$ cat src/sv/cmc_pkg.sv
package cmc_pkg;

   localparam int COEF_BITS_DEF  = 12;
   localparam int PIXEL_BITS_DEF = 8;
   localparam int DEN_BITS       = 12;
   localparam int OUT_BITS       = 8;
   localparam int QUO_BITS       = 8;
   localparam int SUM_BITS       = OUT_BITS + 2;
   localparam int CSR_IDX_BITS   = 3;

   typedef enum logic [CSR_IDX_BITS-1:0] {
      REG_ROW_ZERO = 3'd0,
      REG_ROW_ONE  = 3'd1,
      REG_ROW_TWO  = 3'd2,
      REG_DENOM    = 3'd3,
      REG_MODE     = 3'd4
   } csr_index_type;

   // Reset matrix, listed red, green, blue for each row.
   localparam int ROW0_RED = 607;
   localparam int ROW0_GRN = 174;
   localparam int ROW0_BLU = 201;
   localparam int ROW1_RED = 299;
   localparam int ROW1_GRN = 587;
   localparam int ROW1_BLU = 114;
   localparam int ROW2_RED = 0;
   localparam int ROW2_GRN = 66;
   localparam int ROW2_BLU = 1117;
   localparam int DENOM_RESET = 1000;

   typedef struct packed {
      logic [OUT_BITS-1:0] t;
      logic                clip;
   } row_res_type;

endpackage

$ cat src/sv/cmc_matrix.sv
module cmc_matrix #(
   parameter int COEF_BITS  = cmc_pkg::COEF_BITS_DEF,
   parameter int PIXEL_BITS = cmc_pkg::PIXEL_BITS_DEF,
   localparam int ACC_W     = PIXEL_BITS + COEF_BITS + 2,
   localparam int PROD_W    = PIXEL_BITS + COEF_BITS + 1
) (
   input  logic                       clock,
   input  logic                       reset,
   input  logic                       en,
   input  logic                       in_valid,
   input  logic [PIXEL_BITS-1:0]      pix [0:2],
   input  logic [3*COEF_BITS-1:0]     rows [0:2],
   output logic                       out_valid,
   output logic signed [ACC_W-1:0]    acc [0:2]
);

   logic signed [PROD_W-1:0] prod_in [0:8];
   logic signed [PROD_W-1:0] prod_ff [0:8];
   logic signed [ACC_W-1:0]  acc_in  [0:2];
   logic signed [ACC_W-1:0]  acc_ff  [0:2];
   logic                     v1_ff, v2_ff;

   always_comb begin
      for (int r = 0; r < 3; r++) begin
         for (int c = 0; c < 3; c++) begin
            prod_in[3*r+c] = $signed({1'b0, pix[c]})
                           * $signed(rows[r][c*COEF_BITS +: COEF_BITS]);
         end
      end
      for (int r = 0; r < 3; r++) begin
         acc_in[r] = ACC_W'(prod_ff[3*r]) + ACC_W'(prod_ff[3*r+1])
                   + ACC_W'(prod_ff[3*r+2]);
      end
   end

   always_ff @(posedge clock) begin
      if (reset) begin
         v1_ff <= 1'b0;
         v2_ff <= 1'b0;
      end else if (en) begin
         v1_ff <= in_valid;
         v2_ff <= v1_ff;
      end
      if (en) begin
         prod_ff <= prod_in;
         acc_ff  <= acc_in;
      end
   end

   assign out_valid = v2_ff;
   assign acc       = acc_ff;

endmodule

$ cat config.mk
export PLATFORM = sky130hd
export DESIGN_NAME = cmc_matrix
export DESIGN_NICKNAME = d
export VERILOG_FILES = /design/src/sv/cmc_pkg.sv /design/src/sv/cmc_matrix.sv
export SDC_FILE = /design/constraint.sdc
export NUM_CORES = 2
export LEC_CHECK = 0
export CAP_MARGIN = 15
export CORE_ASPECT_RATIO = 0.5
export CORE_MARGIN = 2
export CORE_UTILIZATION = 65
export DETAILED_ROUTE_END_ITERATION = 6
export DONT_BUFFER_PORTS = 1
export GPL_ROUTABILITY_DRIVEN = 1
export HOLD_SLACK_MARGIN = 0.15
export PLACE_DENSITY = 0.83
export SLEW_MARGIN = 20
export SYNTH_ARGS = -nofsm -noshare
export SYNTH_HDL_FRONTEND = slang
export SYNTH_SLANG_ARGS = --single-unit
$ cat constraint.sdc
create_clock -name clock -period 6.8 [get_ports clock]
set_clock_uncertainty 0.2 [all_clocks]
set_input_delay 1.36 -clock clock [delete_from_list [all_inputs] [get_ports clock]]
set_output_delay 1.36 -clock clock [all_outputs]
set_load 0.005 [all_outputs]
==> flow_summary_export.csv <==
group,metric,value,unit
sta,finalCritPeriodShare,0.801,
floorplan,die_y,188,um
sta,setup_viol,0,
place,dpl.cell_count,5399,
cts,clk_latency,0.58,ns
place,io_buffers,0,
cts,ctsResizeCount,0,
sta,layout_min_cycle_time,5.45,ns
cts,cts_hold_buffers,0,
route,vias_per_cell,5.63,
sta,fin_ws,1.35,ns
synthesis,synth-seq-cells,257,
synthesis,synth_most_common_cell,"inv_1",
floorplan,row_count,67,
flow_run,drv_cap,0,
worst_hold_path,hp-class,"reg2reg",
cts,clk_path_buf_depth,3,
global_route,grt_use_total,0.297,
worst_setup_path,start_kind,"input pin",
cells_and_area,antenna_cells,0,
route,final_antenna_net_count,0,
route,vias,30666,
synthesis,netlist_top_cells_count,"inv_1 (1188), fa_1 (768), nand2_1 (497), ha_1 (438), and2_1 (433)",
power_and_ir_drop,power.density,524,nW/um2
synthesis,synth_edf_count,255,
sta,slew_headroom,0.432,
worst_setup_path,cp.arrival,5.57,ns
route,initialDrtViolationCount,2311,
synthesis,synthFlopType,"edfxtp_1",
synthesis,synth_cell_type_count,71,
cells_and_area,drive_gt1_frac,0.0130,
synthesis,synth_top_cell_area_share,0.348,
global_route,antenna_found_initial,0,
cts,htree_levels,1,
sta,fin_hold_ws,0.309,ns
cts,cts_root_buffer,"clkbuf_16",
cts,numClockSinks,257,
synthesis,syn_avg_cell_area,9.58,um2
synthesis,yosys_warnings,0,
worst_setup_path,cp_max_fo,36,
cts,cts_buffers,27,
worst_setup_path,critPathKind,"in2reg",
synthesis,synth_area_leaders,"fa_1 (35%), edfxtp_1 (17%), ha_1 (12%)",
place,hpwl,80.7,mm
global_route,grt_max_degree,258,
sta,rsz0062_at_grt,"false",
route,firstDrtPassIters,5,
place,pre_cts_slack,0.816,ns
sta,finalSetupTns,0,ns
cells_and_area,final_nets,5873,
synthesis,ys_seq_area_frac,0.174,
synthesis,synth_top_cell_by_area,"fa_1",
sta,fmax,184,MHz
power_and_ir_drop,ir_worst_vdd,0.000369,V
cells_and_area,fin_area,45700,um2
cells_and_area,final_cell_count_no_fill,5445,
sta,slew_violations,0,
cells_and_area,synthToLayoutAreaGrowth,3.49,%
synthesis,synthCells,4612,
floorplan,design.die.area,70200,um2
cts,clk_pin_slew_worst_paths,0.06,ns
power_and_ir_drop,power.leakage,0.0231,uW
route,drc,0,
place,postPlaceCellArea,44900,um2
cts,cts_setup_buffers,0,
worst_setup_path,critPathCaptureType,"flip-flop",
place,finalWeightedCongestion,0.933,
sta,hold_viol,0,
floorplan,start_util,0.659,
cts,cts_tree,"done",
run_status,status,"completed",
route,wirelength,99.9,mm
worst_setup_path,worstPathRequired,6.92,ns
route,detail_route.wl_per_cell,18.4,um
floorplan,num_io_pins,203,
floorplan,core,67100,um2
synthesis,netlist_area,44200,um2
sta,tightest_slew,0.842,ns
global_route,gr-total-overflow,0,
global_route,grt_pass1_vias,32099,
global_route,grt_pass1_wl,166,mm
floorplan,die-width,373,um
synthesis,async_flop_share,0,
synthesis,syn-num-nets,5954,
[per-stage QoR]
step / util / power (uW)
after CTS: 0.682 / 23800
after floorplan: - / 17700
after global placement: 0.669 / 21400
after global routing: 0.682 / 26300
after detailed placement: 0.669 / 22100
final: 0.682 / 24000
[layout make-up]
class	count	area, um2
clock buffers	31	691
clock inverters	15	144
fillers	4962	21300
inverters	1188	4460
multi-input cells	3057	31600
flip-flops and latches	257	7700
well taps	897	1120
[flip-flops by register name (all words and copies together) (netlist names)]
| register | cells |
|---|---|
| acc | 66 |
| v1_ff | 1 |
| prod_ff | 189 |
| out_valid | 1 |
[cell families after synthesis]
kind of cell	count (synthesis)	share of synthesized area
AO/OA/AOI/OAI	464	0.0677
XOR/XNOR	218	0.0432
adder cells (fa/ha/maj)	1206	0.472
buffers and inverters	1298	0.110
flip-flops	257	0.174
multiplexers	7	0.00159
AND/OR/NAND/NOR	1162	0.131
[where the power goes]
group	switching [uW]	internal [uW]
Clock	654	804
Combinational	10500	7660
Sequential	721	3640
Total	11900	12100
[worst paths after layout]
path	startpoint	to	slack, ns	depth (start not counted)
worst min register to register	v1_ff	out_valid	0.31	2
worst max register to register	prod_ff[106]	acc[37]	2.87	11
worst min-delay path	v1_ff	out_valid	0.31	2
worst max-delay path	pix[8]	prod_ff[104]	1.35	16
[cells in the final DEF (no fill, tap or decap), types with 27 or more instances in the layout]
| cell | count |
|---|---|
| a21o_1 | 65 |
| a21oi_1 | 155 |
| and2_1 | 433 |
| clkbuf_16 | 27 |
| edfxtp_1 | 255 |
| fa_1 | 768 |
| ha_1 | 438 |
| inv_1 | 1188 |
| nand2_1 | 497 |
| nor2_1 | 87 |
| o21ai_0 | 74 |
| xnor2_1 | 166 |
| xor2_1 | 52 |
[metal layers]
metal / routed length [um] / vias to the layer above / track usage
met1: 42000 / 15408 / 0.422
met3: 9240 / 178 / 0.0527
met2: 46300 / 1167 / 0.481
met5: 0 / - / 0
li1: - / 13913 / -
met4: 2480 / 0 / 0.0699
[worst max-delay path, cell delays in order]
cell and delay, ns:
nand2_1 0.14, inv_1 0.08, fa_1 0.53, fa_1 0.45
fa_1 0.55, inv_1 0.05, fa_1 0.49, inv_1 0.05
ha_1 0.37, and3_1 0.26, and3_1 0.19, a211o_1 0.25
a31oi_1 0.29, o221ai_1 0.18, a21oi_1 0.22, xnor2_1 0.08
Power figures use the tool's default switching activity.
