File: config.mk
export PLATFORM = sky130hd
export DESIGN_NAME = cmc_chroma
export DESIGN_NICKNAME = d
export VERILOG_FILES = /design/src/sv/cmc_pkg.sv /design/src/sv/cmc_chroma.sv
export SDC_FILE = /design/constraint.sdc
export NUM_CORES = 1
export LEC_CHECK = 0
export BUFFER_PORTS_ARGS = -buffer_cell sky130_fd_sc_hd__buf_2
export CAP_MARGIN = 30
export CORE_UTILIZATION = 40
export DETAILED_ROUTE_END_ITERATION = 12
export PLACE_DENSITY = 0.53
export SLEW_MARGIN = 20
export SYNTH_ARGS = -nofsm -noshare
export SYNTH_HDL_FRONTEND = slang
export SYNTH_SLANG_ARGS = --single-unit
File: constraint.sdc
create_clock -name clock -period 5.9 [get_ports clock]
set_clock_uncertainty 0.05 [all_clocks]
set_input_delay 0.295 -clock clock [delete_from_list [all_inputs] [get_ports clock]]
set_output_delay 0.295 -clock clock [all_outputs]
set_load 0.02 [all_outputs]
File: src/sv/cmc_pkg.sv
package cmc_pkg;

   localparam int COEF_BITS_DEF  = 12;
   localparam int PIXEL_BITS_DEF = 8;
   localparam int DEN_BITS       = 12;
   localparam int OUT_BITS       = 8;
   localparam int QUO_BITS       = 8;
   localparam int SUM_BITS       = OUT_BITS + 2;
   localparam int CSR_IDX_BITS   = 3;

   typedef enum logic [CSR_IDX_BITS-1:0] {
      REG_ROW_ZERO = 3'd0,
      REG_ROW_ONE  = 3'd1,
      REG_ROW_TWO  = 3'd2,
      REG_DENOM    = 3'd3,
      REG_MODE     = 3'd4
   } csr_index_type;

   // Reset matrix, listed red, green, blue for each row.
   localparam int ROW0_RED = 607;
   localparam int ROW0_GRN = 174;
   localparam int ROW0_BLU = 201;
   localparam int ROW1_RED = 299;
   localparam int ROW1_GRN = 587;
   localparam int ROW1_BLU = 114;
   localparam int ROW2_RED = 0;
   localparam int ROW2_GRN = 66;
   localparam int ROW2_BLU = 1117;
   localparam int DENOM_RESET = 1000;

   typedef struct packed {
      logic [OUT_BITS-1:0] t;
      logic                clip;
   } row_res_type;

endpackage

File: src/sv/cmc_chroma.sv
module cmc_chroma (
   input  logic                           clock,
   input  logic                           reset,
   input  logic                           en,
   input  logic                           in_valid,
   input  logic                           mode,
   input  cmc_pkg::row_res_type           rin [0:2],
   output logic                           out_valid,
   output logic [cmc_pkg::OUT_BITS-1:0]   coord [0:2],
   output logic                           clip
);

   localparam int OB    = cmc_pkg::OUT_BITS;
   localparam int NST   = OB + 1;
   localparam int CW    = cmc_pkg::SUM_BITS + OB + 1;

   logic [cmc_pkg::SUM_BITS-1:0] sum0;
   logic [cmc_pkg::SUM_BITS-1:0] sum_ff  [0:NST];
   logic [CW-1:0]                rem_ff  [0:NST][0:1];
   logic [CW-1:0]                rem_in  [1:NST][0:1];
   logic [NST-1:0]               q_ff    [0:NST][0:1];
   logic [NST-1:0]               q_in    [1:NST][0:1];
   logic [OB-1:0]                t_ff    [0:NST][0:2];
   logic                         clip_ff [0:NST];
   logic                         mode_ff [0:NST];
   logic                         vld_ff  [0:NST];
   logic [CW-1:0]                trial;
   logic [OB-1:0]                out_in  [0:2];
   logic                         clip_in;
   logic [OB-1:0]                out_ff  [0:2];
   logic                         clip_o_ff, out_v_ff;

   always_comb begin
      sum0 = cmc_pkg::SUM_BITS'(rin[0].t) + cmc_pkg::SUM_BITS'(rin[1].t)
           + cmc_pkg::SUM_BITS'(rin[2].t);
      trial = '0;
      for (int i = 1; i <= NST; i++) begin
         trial = CW'(sum_ff[i-1]) << (NST - i);
         for (int k = 0; k < 2; k++) begin
            q_in[i][k] = q_ff[i-1][k];
            if (rem_ff[i-1][k] >= trial) begin
               rem_in[i][k] = rem_ff[i-1][k] - trial;
               q_in[i][k][NST-i] = 1'b1;
            end else begin
               rem_in[i][k] = rem_ff[i-1][k];
            end
         end
      end
      clip_in   = clip_ff[NST];
      out_in[2] = t_ff[NST][2];
      for (int k = 0; k < 2; k++) begin
         if (!mode_ff[NST]) begin
            out_in[k] = t_ff[NST][k];
         end else if (sum_ff[NST] == '0) begin
            out_in[k] = '0;
         end else if (q_ff[NST][k][OB]) begin
            // Only reached when the other two values are zero.
            out_in[k] = '1;
            clip_in   = 1'b1;
         end else begin
            out_in[k] = q_ff[NST][k][OB-1:0];
         end
      end
   end

   always_ff @(posedge clock) begin
      if (reset) begin
         for (int i = 0; i <= NST; i++) vld_ff[i] <= 1'b0;
         out_v_ff <= 1'b0;
      end else if (en) begin
         vld_ff[0] <= in_valid;
         for (int i = 1; i <= NST; i++) vld_ff[i] <= vld_ff[i-1];
         out_v_ff <= vld_ff[NST];
      end
      if (en) begin
         sum_ff[0]  <= sum0;
         clip_ff[0] <= rin[0].clip | rin[1].clip | rin[2].clip;
         mode_ff[0] <= mode;
         for (int k = 0; k < 3; k++) t_ff[0][k] <= rin[k].t;
         for (int k = 0; k < 2; k++) begin
            rem_ff[0][k] <= CW'({rin[k].t, {OB{1'b0}}});
            q_ff[0][k]   <= '0;
         end
         for (int i = 1; i <= NST; i++) begin
            sum_ff[i]  <= sum_ff[i-1];
            clip_ff[i] <= clip_ff[i-1];
            mode_ff[i] <= mode_ff[i-1];
            t_ff[i]    <= t_ff[i-1];
            rem_ff[i]  <= rem_in[i];
            q_ff[i]    <= q_in[i];
         end
         out_ff    <= out_in;
         clip_o_ff <= clip_in;
      end
   end

   assign out_valid = out_v_ff;
   assign coord     = out_ff;
   assign clip      = clip_o_ff;

endmodule

==> flow_summary.yaml <==
status:
  status: "finished, final reports clean"
synthesis:
  ys.flop_type: "edfxtp_1"
  synth_area_um2: 32840
  ys_warn_count: 0
  synth_edf_count: 717
  synth-seq-area-share_pct: 65.62
  ys_ff_latch: 718
  synth_cells: 2391
  yosys.area.top_type_share_pct: 65.55
  syn_nets: 2629
  synth_area_leaders: "edfxtp_1 (66%), ha_1 (6.9%), o21ai_0 (2.4%)"
  yosysTopAreaCell: "edfxtp_1"
  async_reset_ff_share_pct: 0
  synth_cell_types: 72
  avgSynthCellArea_um2: 13.74
grt:
  grt_usage_pct: 16.09
  grt_pass1_vias: 18880
  grt_pass1_wl_um: 103800
  gr-total-overflow: 0
  antenna_found_initial: 1
  grt_max_degree: 159
die:
  row_count: 104
  io_pins: 58
  die_area_um2: 83260
  die_height_um: 288.6
  coreArea_um2: 80940
  initial_utilization_pct: 40.58
  fp.dieW_um: 288.6
power_and_ir_drop:
  swShare_pct: 30.14
  p_sw_w: 0.004835
  combPwrFrac_pct: 25.2
  ir_drop_v: 0.0001918
  total_power_w: 0.01604
  power-per-cell-area_nw_per_um2: 430.9
  internal-power_w: 0.01121
  clkPwrFrac_pct: 29.1
  seqPwrFrac_pct: 45.7
  leakage_nw: 13.72
worst_hold_path:
  holdPathEnd: "rem_ff[3][17]"
  min-delay-start: "en"
  hold_depth: 1
  min_path_type: "in2reg"
finish:
  finalNetCount: 2777
  syn2layout_area_growth_pct: 13.36
  fin_area_um2: 37230
  n_antenna_cell: 0
  fin_util_pct: 46.00
  drive_gt1_share_pct: 8.846
timing:
  tns_ns: 0
  slew_headroom_pct: 34.56
  finalMaxSlewViolations: 0
  min_period_ns: 3.408
  tightest_slew_ns: 0.9817
  fmax_mhz: 293.5
  setup_ws_ns: 2.492
  hold_viol_final: 0
  fin_crit_sh_pct: 57.76
  finalSetupViolCount: 0
  rsz0062_at_grt: "no"
place:
  hpwl_um: 47830
  gp_congestion: 0.8973
  placed_cell_area_um2: 34460
  post-place-ws_ns: 2.471
  io_buffers: 57
routing:
  wl_um: 66300
  vias_per_cell: 5.067
  ant_nets: 0
  drt-pass1-iter-count: 5
  drtIter0Drc: 1071
  wl_per_cell_um: 18.11
  vias: 18550
  remaining_drc_errors: 0
critical_path:
  ff2ff_path_depth: 9
  startpoint_type: "flip-flop"
  reg2reg_slack_ns: 2.49
  crit_required_ns: 6.19
  endpoint_kind: "flip-flop"
  worstSetupPathType: "reg2reg"
  cp_max_fo: 15
  arrival_ns: 3.70
  reg2reg_to: "rem_ff[6][33]"
  r2r-start: "rem_ff[5][23]"
clocking:
  cts_tree: "yes"
  cts_sinks: 718
  cts.clk_slew.worst_paths_ns: 0.06
  htree_levels: 3
  numCtsBuffers: 80
  cts_setup_buffers: 0
  root_buffer: "clkbuf_16"
  clkLatencyLatePin_ns: 0.62
  clk_path_buf_depth: 3
flow_run:
  max_cap_viol_count: 0
synthesized netlist by cell type, drive strengths merged (5+ instances only):
library cell and count:
edfxtp 717, a211oi 18, a31oi 8, mux2i 6, buf 6, nand3b 10, nand2 140, xnor2 72
fa 25, nand2b 47, a21boi 7, ha 181, o31a 14, nor2b 30, clkbuf 25, o21bai 19
o22ai 18, mux2 31, nor2 163, o31ai 17, a2111oi 6, nor4b 5, nor3b 6, nand3 26
o21ai 158, nor3 42, or3 14, xor2 83, o21a 38, and4 5, nor4 18, o211ai 8
a21oi 122, and2 19, a21o 33, o41ai 8, or4 13, inv 162, nand4 20, or2 5
critical path, stage by stage, from the launching register on:
cell	delay, ns
edfxtp_1	0.44
ha_1	0.33
ha_1	0.16
or3b_2	0.44
o31ai_1	0.44
nor2_1	0.22
inv_1	0.41
o211ai_1	0.27
o31ai_1	0.26
o21ai_0	0.15
metal layers:
metal	GRT usage, %	vias to the layer above	part of all wire [%]
met5	0	-	0
met4	5.463	0	3.0
met3	2.528	118	2.5
met2	29.11	255	51
met1	19.37	8922	43
li1	-	9251	-
layout make-up:
class	count	area [µm²]
clock buffers	95	2079
clock inverters	48	400.4
fillers	7155	43710
inverters	163	613.1
multi-input cells	1479	10570
flip-flops and latches	718	21550
well taps	1060	1326
repair buffers	97	693.2
state kept, by name, indices dropped and copies added, names as in the netlist:
name / count
rem_ff: 232
q_ff: 90
sum_ff: 100
coord: 24
mode_ff: 10
clip_ff: 10
vld_ff: 10
t_ff: 240
out_valid: 1
clip: 1
power by group through the flow:
stage / clock network, W / logic (W) / registers [W]
2_1_floorplan: 0 / 0.00306 / 0.00720
6_report: 0.00466 / 0.00404 / 0.00733
3_3_place_gp: 0 / 0.00394 / 0.00743
3_5_place_dp: 0 / 0.00402 / 0.00745
5_1_grt: 0.00502 / 0.00457 / 0.00743
4_1_cts: 0.00483 / 0.00406 / 0.00735
stage by stage:
step,instances,hold slack [ns]
3_5_place_dp,3488,0.3545
5_1_grt,3660,0.1870
2_1_floorplan,2391,0.3174
6_report,3660,0.1764
4_1_cts,3660,0.1829
3_3_place_gp,3488,0.3504
what timing repair did:
action / CTS / global route
endpoints found under the hold margin: 28 / 0
resized for setup: 0 / 0
hold buffers: 29 / 0
worst max path at each step:
stage	end	startpoint	cells past startpoint
after detailed placement	rem_ff[6][33]	rem_ff[5][23]	9
after global routing	rem_ff[6][33]	sum_ff[5][1]	10
final	rem_ff[6][33]	rem_ff[5][23]	9
after floorplan	rem_ff[2][13]	rem_ff[1][9]	9
after global placement	rem_ff[6][33]	rem_ff[5][23]	9
after CTS	rem_ff[6][33]	rem_ff[5][23]	9
layout by cell type (no fill, tap or decap), types with 8 or more instances in the layout:
cell,netlist,layout
o21bai_1,19,19
inv_1,162,162
nand4_1,20,20
nor2_1,163,163
nor4_1,18,18
and2_1,18,18
fa_1,25,25
nor3_1,42,41
nand2_1,140,140
ha_1,181,181
clkinv_2,1,15
nor2b_1,30,30
o21ai_0,158,158
nand3_1,26,26
clkbuf_1,25,14
clkbuf_16,0,81
buf_4,1,9
edfxtp_1,717,717
mux2_2,31,31
o21a_1,38,38
xor2_1,83,83
a211oi_1,18,18
nand3b_1,10,10
o22ai_1,18,18
a21o_1,33,33
xnor2_1,72,72
or3_1,13,13
a31oi_1,8,8
o31ai_1,17,17
dlygate4sd3_1,0,29
clkinv_1,0,19
a21oi_1,121,121
nand2b_1,47,47
buf_2,1,56
or4_1,11,11
o211ai_1,8,8
o31a_1,14,14
logic make-up after synthesis:
logic type | synth area share, %
AO/OA/AOI/OAI | 9.573
adder cells (fa/ha/maj) | 8.419
flip-flops | 65.62
XOR/XNOR | 4.133
AND/OR/NAND/NOR | 8.754
multiplexers | 1.246
buffers and inverters | 2.259
No activity file was read; power rests on OpenSTA's default activity.
