`src/sv/cmc_pkg.sv`:
```
package cmc_pkg;

   localparam int COEF_BITS_DEF  = 12;
   localparam int PIXEL_BITS_DEF = 8;
   localparam int DEN_BITS       = 12;
   localparam int OUT_BITS       = 8;
   localparam int QUO_BITS       = 8;
   localparam int SUM_BITS       = OUT_BITS + 2;
   localparam int CSR_IDX_BITS   = 3;

   typedef enum logic [CSR_IDX_BITS-1:0] {
      REG_ROW_ZERO = 3'd0,
      REG_ROW_ONE  = 3'd1,
      REG_ROW_TWO  = 3'd2,
      REG_DENOM    = 3'd3,
      REG_MODE     = 3'd4
   } csr_index_type;

   // Reset matrix, listed red, green, blue for each row.
   localparam int ROW0_RED = 607;
   localparam int ROW0_GRN = 174;
   localparam int ROW0_BLU = 201;
   localparam int ROW1_RED = 299;
   localparam int ROW1_GRN = 587;
   localparam int ROW1_BLU = 114;
   localparam int ROW2_RED = 0;
   localparam int ROW2_GRN = 66;
   localparam int ROW2_BLU = 1117;
   localparam int DENOM_RESET = 1000;

   typedef struct packed {
      logic [OUT_BITS-1:0] t;
      logic                clip;
   } row_res_type;

endpackage

```
`src/sv/cmc_rowdiv.sv`:
```
module cmc_rowdiv #(
   parameter int ACC_W = cmc_pkg::PIXEL_BITS_DEF + cmc_pkg::COEF_BITS_DEF + 2
) (
   input  logic                           clock,
   input  logic                           reset,
   input  logic                           en,
   input  logic                           in_valid,
   input  logic signed [ACC_W-1:0]        acc,
   input  logic [cmc_pkg::DEN_BITS-1:0]   den,
   output logic                           out_valid,
   output cmc_pkg::row_res_type           res
);

   localparam int MAG_W = ACC_W - 1;
   localparam int SHW   = cmc_pkg::DEN_BITS + cmc_pkg::QUO_BITS;
   localparam int CMP_W = (MAG_W > SHW ? MAG_W : SHW) + 1;
   localparam int NST   = cmc_pkg::QUO_BITS;

   logic                         neg_ff [0:NST];
   logic                         big_ff [0:NST];
   logic                         vld_ff [0:NST];
   logic [CMP_W-1:0]             rem_ff [0:NST];
   logic [CMP_W-1:0]             rem_in [1:NST];
   logic [cmc_pkg::QUO_BITS-1:0] q_ff   [0:NST];
   logic [cmc_pkg::QUO_BITS-1:0] q_in   [1:NST];
   logic signed [ACC_W-1:0]      neg_acc;
   logic [CMP_W-1:0]             mag0;
   logic [CMP_W-1:0]             trial;
   cmc_pkg::row_res_type         res_in, res_ff;
   logic                         res_v_ff;

   always_comb begin
      neg_acc = -acc;
      mag0 = acc[ACC_W-1] ? CMP_W'(neg_acc[MAG_W-1:0]) : CMP_W'(acc[MAG_W-1:0]);
      trial = '0;
      for (int i = 1; i <= NST; i++) begin
         trial = CMP_W'(den) << (NST - i);
         q_in[i] = q_ff[i-1];
         if (rem_ff[i-1] >= trial) begin
            rem_in[i] = rem_ff[i-1] - trial;
            q_in[i][NST-i] = 1'b1;
         end else begin
            rem_in[i] = rem_ff[i-1];
         end
      end
      // Truncation toward zero: a negative sum smaller than the divisor
      // gives zero without saturating.
      if (neg_ff[NST]) begin
         res_in.t    = '0;
         res_in.clip = big_ff[NST] || (q_ff[NST] != '0);
      end else if (big_ff[NST]) begin
         res_in.t    = '1;
         res_in.clip = 1'b1;
      end else begin
         res_in.t    = q_ff[NST];
         res_in.clip = 1'b0;
      end
   end

   always_ff @(posedge clock) begin
      if (reset) begin
         for (int i = 0; i <= NST; i++) vld_ff[i] <= 1'b0;
         res_v_ff <= 1'b0;
      end else if (en) begin
         vld_ff[0] <= in_valid;
         for (int i = 1; i <= NST; i++) vld_ff[i] <= vld_ff[i-1];
         res_v_ff <= vld_ff[NST];
      end
      if (en) begin
         neg_ff[0] <= acc[ACC_W-1];
         big_ff[0] <= mag0 >= (CMP_W'(den) << NST);
         rem_ff[0] <= mag0;
         q_ff[0]   <= '0;
         for (int i = 1; i <= NST; i++) begin
            neg_ff[i] <= neg_ff[i-1];
            big_ff[i] <= big_ff[i-1];
            rem_ff[i] <= rem_in[i];
            q_ff[i]   <= q_in[i];
         end
         res_ff <= res_in;
      end
   end

   assign out_valid = res_v_ff;
   assign res       = res_ff;

endmodule

```
`config.mk`:
```
export PLATFORM = sky130hd
export DESIGN_NAME = cmc_rowdiv
export DESIGN_NICKNAME = d
export VERILOG_FILES = /design/src/sv/cmc_pkg.sv /design/src/sv/cmc_rowdiv.sv
export SDC_FILE = /design/constraint.sdc
export NUM_CORES = 1
export LEC_CHECK = 0
export ABC_CLOCK_PERIOD_IN_PS = 4100
export BUFFER_PORTS_ARGS = -buffer_cell sky130_fd_sc_hd__buf_2
export CORE_MARGIN = 4
export CORE_UTILIZATION = 45
export CTS_CLUSTER_DIAMETER = 30
export DETAILED_ROUTE_END_ITERATION = 6
export SKIP_CTS_REPAIR_TIMING = 1
export SYNTH_ARGS = -nofsm -noshare
export SYNTH_HDL_FRONTEND = slang
export SYNTH_SLANG_ARGS = --single-unit
```
`constraint.sdc`:
```
create_clock -name clock -period 4.1 [get_ports clock]
set_input_delay 0.205 -clock clock [delete_from_list [all_inputs] [get_ports clock]]
set_output_delay 0.205 -clock clock [all_outputs]
set_load 0.03 [all_outputs]
```
==> flow_metrics.py, run 1 <==
metrics = {
    "power": {
        "vdd.ir_drop.worst_mv": 0.374,
        "p_total_mw": 11.9,
        "p_leak_nw": 6.73,
        "power_density_nw_per_um2": 676,
    },
    "timing": {
        "slew_headroom_pct": 54.5,
        "period_minus_slack_ns": 3.25,
        "rsz0062_at_grt": "no",
        "worst_slack_ns": 0.847,
        "whs_ns": 0.00246,
        "final_hold_viol_count": 0,
        "skew_ns": 0.0169,
        "setup_viol": 0,
        "finalSetupTns_ns": 0,
        "fmax_ghz": 0.307,
        "worst_pin_slew_ns": 0.683,
        "report.final.slew_viol_count": 0,
        "period_share_pct": 79.3,
    },
    "placed_design": {
        "post-place-ws_ns": 0.810,
        "gp_congestion": 0.905,
        "hpwl_mm": 24.3,
        "place.port_buffers": 47,
    },
    "synth": {
        "muxShareOfSynthArea_pct": 1.96,
        "netlist.area_leader.share_pct": 50.8,
        "avgSynthCellArea_um2": 11.3,
        "netlist_area_um2": 14600,
        "syn_inst": 1291,
        "synth_fa_ha_area_share_pct": 10.4,
        "synth.most_common_cell": "edfxtp_1",
        "synth_top_family_by_area": "simple AND/OR/NAND/NOR gates",
        "ys_seq_area_share_pct": 50.9,
        "yosysTopAreaCell": "edfxtp_1",
        "netlist_top_cells_area": "edfxtp_1, ha_1, xnor2_1",
        "synthDistinctLibCells": 85,
        "synth_compound_area_share_pct": 13.5,
        "synth_common_cells": "edfxtp_1, nor2_1, ha_1",
        "synth_seq_cells": 248,
        "synthArstFlopShare_pct": 0,
        "syn_nets": 1446,
        "synth_xor_area_share_pct": 6.71,
        "synth-simple-area-share_pct": 14.5,
        "yosys_warnings": 0,
        "synth_flop_cell": "edfxtp_1",
        "synth_edf_count": 247,
    },
    "clocking": {
        "htree_num_levels": 2,
        "cts_tree": "built",
        "cts_sinks": 248,
        "clock_path_buffers": 3,
        "path_clk_slew_ns": 0.04,
        "cts_root_buf": "clkbuf_16",
        "cts_made_buffers": 61,
        "clock_latency_ns": 0.57,
    },
    "critical_path": {
        "crit_type": "input pin to flop",
        "required_ns": 4.51,
        "worst_ep_arrival_time_ns": 3.66,
        "endpoint_kind": "flop",
        "ff2ff_setup_slack_ns": 1.07,
        "start_kind": "input pin",
        "r2r_cells": 7,
        "r2r_end": "rem_ff[0][95]",
        "regToRegStartpoint": "rem_ff[0][74]",
        "path_max_fanout": 4,
    },
    "drt": {
        "drc": 0,
        "vias": 10300,
        "firstDrtPassIters": 5,
        "postRouteAntennaNets": 0,
        "via_per_inst": 5.45,
        "wl_per_cell_um": 17.7,
        "drt_iter0_drc": 676,
        "routed_wl_mm": 33.5,
    },
    "grt": {
        "grt_overflow": 0,
        "track_usage_pct": 18.9,
        "grt_pass1_vias": 10300,
        "grt_start_max_net_pins": 89,
        "grt_pass1_wl_mm": 54.1,
        "antenna_found_initial": 0,
    },
    "floorplan": {
        "die_h_um": 188,
        "io_pins": 48,
        "die_area_um2": 35400,
        "start_util_pct": 46.0,
        "coreArea_um2": 31800,
        "rows": 65,
        "die_x_um": 188,
    },
    "finish": {
        "fin_nets": 1564,
        "drive_gt1_share_pct": 15.1,
        "synthToLayoutAreaGrowth_pct": 20.9,
        "antennaDiodeCount": 0,
        "post-route-util_pct": 55.6,
    },
    "min_path": {
        "worstHoldPathType": "input pin to flop",
        "holdCritStartpoint": "acc[17]",
        "hold_end": "rem_ff[0][17]",
        "holdPathStages": 2,
    },
    "flow_run": {
        "timing.max_cap.violations": 0,
    },
    "status": {
        "status": "complete, no violations",
    },
}
-- cell families after synthesis --
logic type | Yosys count
xor+xnor | 112
fa+ha+maj | 117
simple gates | 409
compound gates | 310
mux | 25
flops | 248
buf+inv | 70
-- metal layers --
| metal | up-vias | global-route usage, % | wire length, um | part of all wire [%] |
|---|---|---|---|---|
| met4 | 0 | 6.69 | 968 | 2.9 |
| met1 | 4867 | 24.0 | 14800 | 44 |
| met5 | - | 0 | 0 | 0 |
| met3 | 77 | 2.91 | 1200 | 3.6 |
| met2 | 215 | 33.0 | 16600 | 49 |
| li1 | 5154 | - | - | - |
-- worst max-delay path by stage --
stage	from	endpoint	cells after the start
2_1_floorplan	acc[6]	big_ff[0][0]	12
3_3_place_gp	acc[6]	big_ff[0][0]	12
3_5_place_dp	acc[6]	big_ff[0][0]	12
4_1_cts	rem_ff[0][75]	rem_ff[0][95]	7
5_1_grt	acc[8]	big_ff[0][0]	13
6_report	acc[8]	big_ff[0][0]	13
-- cell type report --
cell class	instances	area (um^2)
fill	2649	14100
sequential	248	7440
multi-input combinational	973	6870
clock buffer	73	1570
tap	435	544
clock inverter	40	539
timing repair buffer	82	536
inverter	43	164
-- where the power goes --
part	total (mW)	switching (mW)	internal [mW]
Clock	4.88	1.43	3.45
Combinational	3.16	1.72	1.43
Sequential	3.92	0.366	3.55
Total	11.9	3.52	8.43
-- metrics by stage --
stage	std cells	instance area (um^2)
2_1_floorplan	1291	14600
3_3_place_gp	1775	15500
3_5_place_dp	1775	15500
4_1_cts	1888	17600
5_1_grt	1894	17700
6_report	1894	17700
-- sequential cells by signal (all words and copies together), names as in the netlist --
signal	count
big_ff	9
neg_ff	9
out_valid	1
q_ff	36
rem_ff	175
res	9
vld_ff	9
-- worst max-delay path, cell delays in order --
cell and delay (ns):
dlygate4sd3_1 0.53, buf_2 0.13, nor4_1 0.47, nand4b_1 0.22, nand2b_1 0.26, o41ai_1 0.34
xnor2_1 0.14, ha_1 0.30, and4_1 0.20, nand2b_1 0.08, nor4_1 0.15, or4b_1 0.47
o211ai_1 0.16
-- placed cells by master, fill, tap and decap left out, drive strengths merged, types with 4 or more instances in the layout --
cell type,count
a2111oi,5
a211oi,8
a21boi,5
a21o,21
a21oi,105
a31oi,9
and2,12
and3,7
buf,76
bufinv,12
clkbuf,73
clkinv,15
clkinvlp,10
dlygate4sd3,6
edfxtp,247
fa,7
ha,110
inv,46
mux2,23
nand2,85
nand2b,25
nand3,31
nand4,12
nand4b,6
nor2,125
nor2b,19
nor3,23
nor4,19
nor4b,9
o211ai,8
o21a,20
o21ai,75
o31a,7
o31ai,13
o41ai,4
or2,4
or3,8
or4,10
xnor2,74
xor2,38
Note: power is estimated with default switching activity, not from simulation.
==> inputs of run 2 (changes only) <==
--- a/config.mk
+++ b/config.mk
@@ -5,7 +5,7 @@
 export SDC_FILE = /design/constraint.sdc
 export NUM_CORES = 1
 export LEC_CHECK = 0
-export ABC_CLOCK_PERIOD_IN_PS = 4100
+export ABC_CLOCK_PERIOD_IN_PS = 2900
 export BUFFER_PORTS_ARGS = -buffer_cell sky130_fd_sc_hd__buf_2
 export CORE_MARGIN = 4
 export CORE_UTILIZATION = 45
==> constraint.sdc (replaced) <==
create_clock -name clock -period 2.9 [get_ports clock]
set_input_delay 0.145 -clock clock [delete_from_list [all_inputs] [get_ports clock]]
set_output_delay 0.145 -clock clock [all_outputs]
set_load 0.03 [all_outputs]
==> run 2 against run 1 <==
  * The run now ends with hold timing left
  * Sequential power grew 41%
  * Wire length rose by 0.82%
  * Final area increased by 3.3%
  * Combinational power grew 54%
  * Sequential share of layout area shrank 1.3 points
  * Clock skew grew 0.0076 ns
  * Count of clock-buffer cells in the layout down 13
  * Critical path type is now flop to flop
  * Critical endpoint is now rem_ff[0][125]
  * Largest power group unchanged
==> flow_metrics.py, run 2 (synthesis gave the netlist of run 1 again) <==
metrics = {
    "clocking": {
        "cts_root_buf": "clkbuf_16",
        "path_clk_slew_ns": 0.05,
        "cts_sinks": 248,
        "cts_tree": "built",
        "htree_num_levels": 2,
        "clock_latency_ns": 0.57,
        "clock_path_buffers": 3,
        "cts_made_buffers": 55,
    },
    "timing": {
        "setup_viol": 0,
        "fmax_ghz": 0.361,
        "final_hold_viol_count": 1,
        "whs_ns": -0.00177,
        "worst_pin_slew_ns": 0.611,
        "skew_ns": 0.0245,
        "period_minus_slack_ns": 2.77,
        "rsz0062_at_grt": "no",
        "period_share_pct": 95.4,
        "report.final.slew_viol_count": 0,
        "slew_headroom_pct": 59.3,
    },
    "critical_path": {
        "cp_slowest_cell": "edfxtp_1",
        "required_ns": 3.20,
        "worst_ep_arrival_time_ns": 3.07,
        "ff2ff_setup_slack_ns": 0.13,
        "startpoint": "rem_ff[0][92]",
        "regToRegStartpoint": "rem_ff[0][92]",
        "r2r_cells": 9,
        "path_buf_inv": 1,
        "slowest_delay_ns": 0.41,
        "endpoint_kind": "flop",
        "crit_chain": "ha_1, nor4b_1, nand3_1, o311ai_2, a211oi_2, buf_4, a31o_2, nor4bb_4, xor2_1",
        "start_kind": "flop",
        "crit_type": "flop to flop",
        "cp_top_family": "simple AND/OR/NAND/NOR gates",
        "r2r_end": "rem_ff[0][125]",
        "path_max_fanout": 10,
    },
    "power": {
        "p_leak_nw": 7.09,
        "vdd.ir_drop.worst_mv": 0.477,
        "power_density_nw_per_um2": 910,
        "p_total_mw": 16.6,
    },
    "finish": {
        "layout_common_cells": "edfxtp_1, nor2_1, ha_1",
        "top_regs": "rem_ff: 175 flops, q_ff: 36 flops",
        "final_common_cell": "edfxtp_1",
        "fin_nets": 1649,
        "drive_gt1_share_pct": 19.8,
        "regMostFlops": "rem_ff",
        "antennaDiodeCount": 0,
        "largest_reg_flops": 175,
        "synthToLayoutAreaGrowth_pct": 24.9,
        "post-route-util_pct": 57.4,
    },
    "grt": {
        "grt_overflow": 0,
        "track_usage_pct": 18.8,
        "grt_pass1_vias": 10500,
        "antenna_found_initial": 0,
        "grt_pass1_wl_mm": 53.7,
        "grt_start_max_net_pins": 73,
    },
    "drt": {
        "firstDrtPassIters": 5,
        "via_per_inst": 5.35,
        "vias": 10500,
        "wl_per_cell_um": 17.1,
        "routed_wl_mm": 33.8,
        "drt_iter0_drc": 632,
        "drc": 0,
        "postRouteAntennaNets": 0,
    },
    "floorplan": {
        "die_x_um": 188,
        "rows": 65,
        "die_h_um": 188,
        "io_pins": 48,
        "start_util_pct": 46.0,
        "die_area_um2": 35400,
        "coreArea_um2": 31800,
    },
    "status": {
        "status": "complete, but fails checks",
        "violations": "hold timing",
    },
    "placed_design": {
        "gp_congestion": 0.890,
        "hpwl_mm": 25.3,
        "place.port_buffers": 47,
    },
    "min_path": {
        "holdPathStages": 2,
        "worstHoldPathType": "input pin to flop",
        "hold_end": "rem_ff[0][3]",
        "holdCritStartpoint": "acc[3]",
    },
    "flow_run": {
        "timing.max_cap.violations": 0,
    },
}
-- run 2: per-stage QoR --
step / instances / TNS (ns) / setup WS, ns / area [um^2] / hold WS (ns)
finish: 1973 / 0 / 0.133 / 18200 / -0.00177
CTS: 1960 / 0 / 0.127 / 18100 / -0.250
global placement: 1859 / -0.0857 / -0.0783 / 16200 / 0.332
detailed placement: 1859 / -0.203 / -0.180 / 16200 / 0.335
floorplan: 1291 / 0 / 0.0420 / 14600 / 0.217
global route: 1973 / 0 / 0.0122 / 18200 / 0.00433
-- run 2: layout make-up --
| type | count | area [um^2] |
|---|---|---|
| clock buffer | 60 | 1400 |
| clock inverter | 41 | 500 |
| fill | 2667 | 13600 |
| inverter | 43 | 164 |
| multi-input combinational | 973 | 6880 |
| sequential | 248 | 7440 |
| tap | 435 | 544 |
| timing repair buffer | 173 | 1320 |
-- run 2: routing by layer --
| metal | up-vias | wire [um] | GRT usage (%) | part of all wire [%] |
|---|---|---|---|---|
| met2 | 209 | 16900 | 33.3 | 50 |
| met1 | 4956 | 14700 | 23.6 | 44 |
| met5 | - | 0 | 0 | 0 |
| met3 | 70 | 1190 | 2.83 | 3.5 |
| li1 | 5311 | - | - | - |
| met4 | 0 | 1010 | 6.38 | 3.0 |
-- run 2: worst max path at each step --
stage	cells past startpoint	slack, ns	to
after detailed placement	12	-0.18	big_ff[0][0]
after global routing	8	0.01	rem_ff[0][105]
after floorplan	12	0.04	big_ff[0][0]
final	9	0.13	rem_ff[0][125]
after CTS	8	0.13	rem_ff[0][65]
after global placement	12	-0.08	big_ff[0][0]
-- run 2: power by group --
part	switching, mW	internal, mW	total, mW
Clock	2.01	4.20	6.21
Combinational	2.51	2.36	4.87
Sequential	0.505	5.01	5.52
Total	5.03	11.6	16.6
-- run 2: worst register-to-register path, stage by stage, from the launching register on --
cell and delay [ns]:
edfxtp_1 0.41, ha_1 0.32, nor4b_1 0.34, nand3_1 0.21, o311ai_2 0.37, a211oi_2 0.05, buf_4 0.19, a31o_2 0.27
nor4bb_4 0.27, xor2_1 0.09
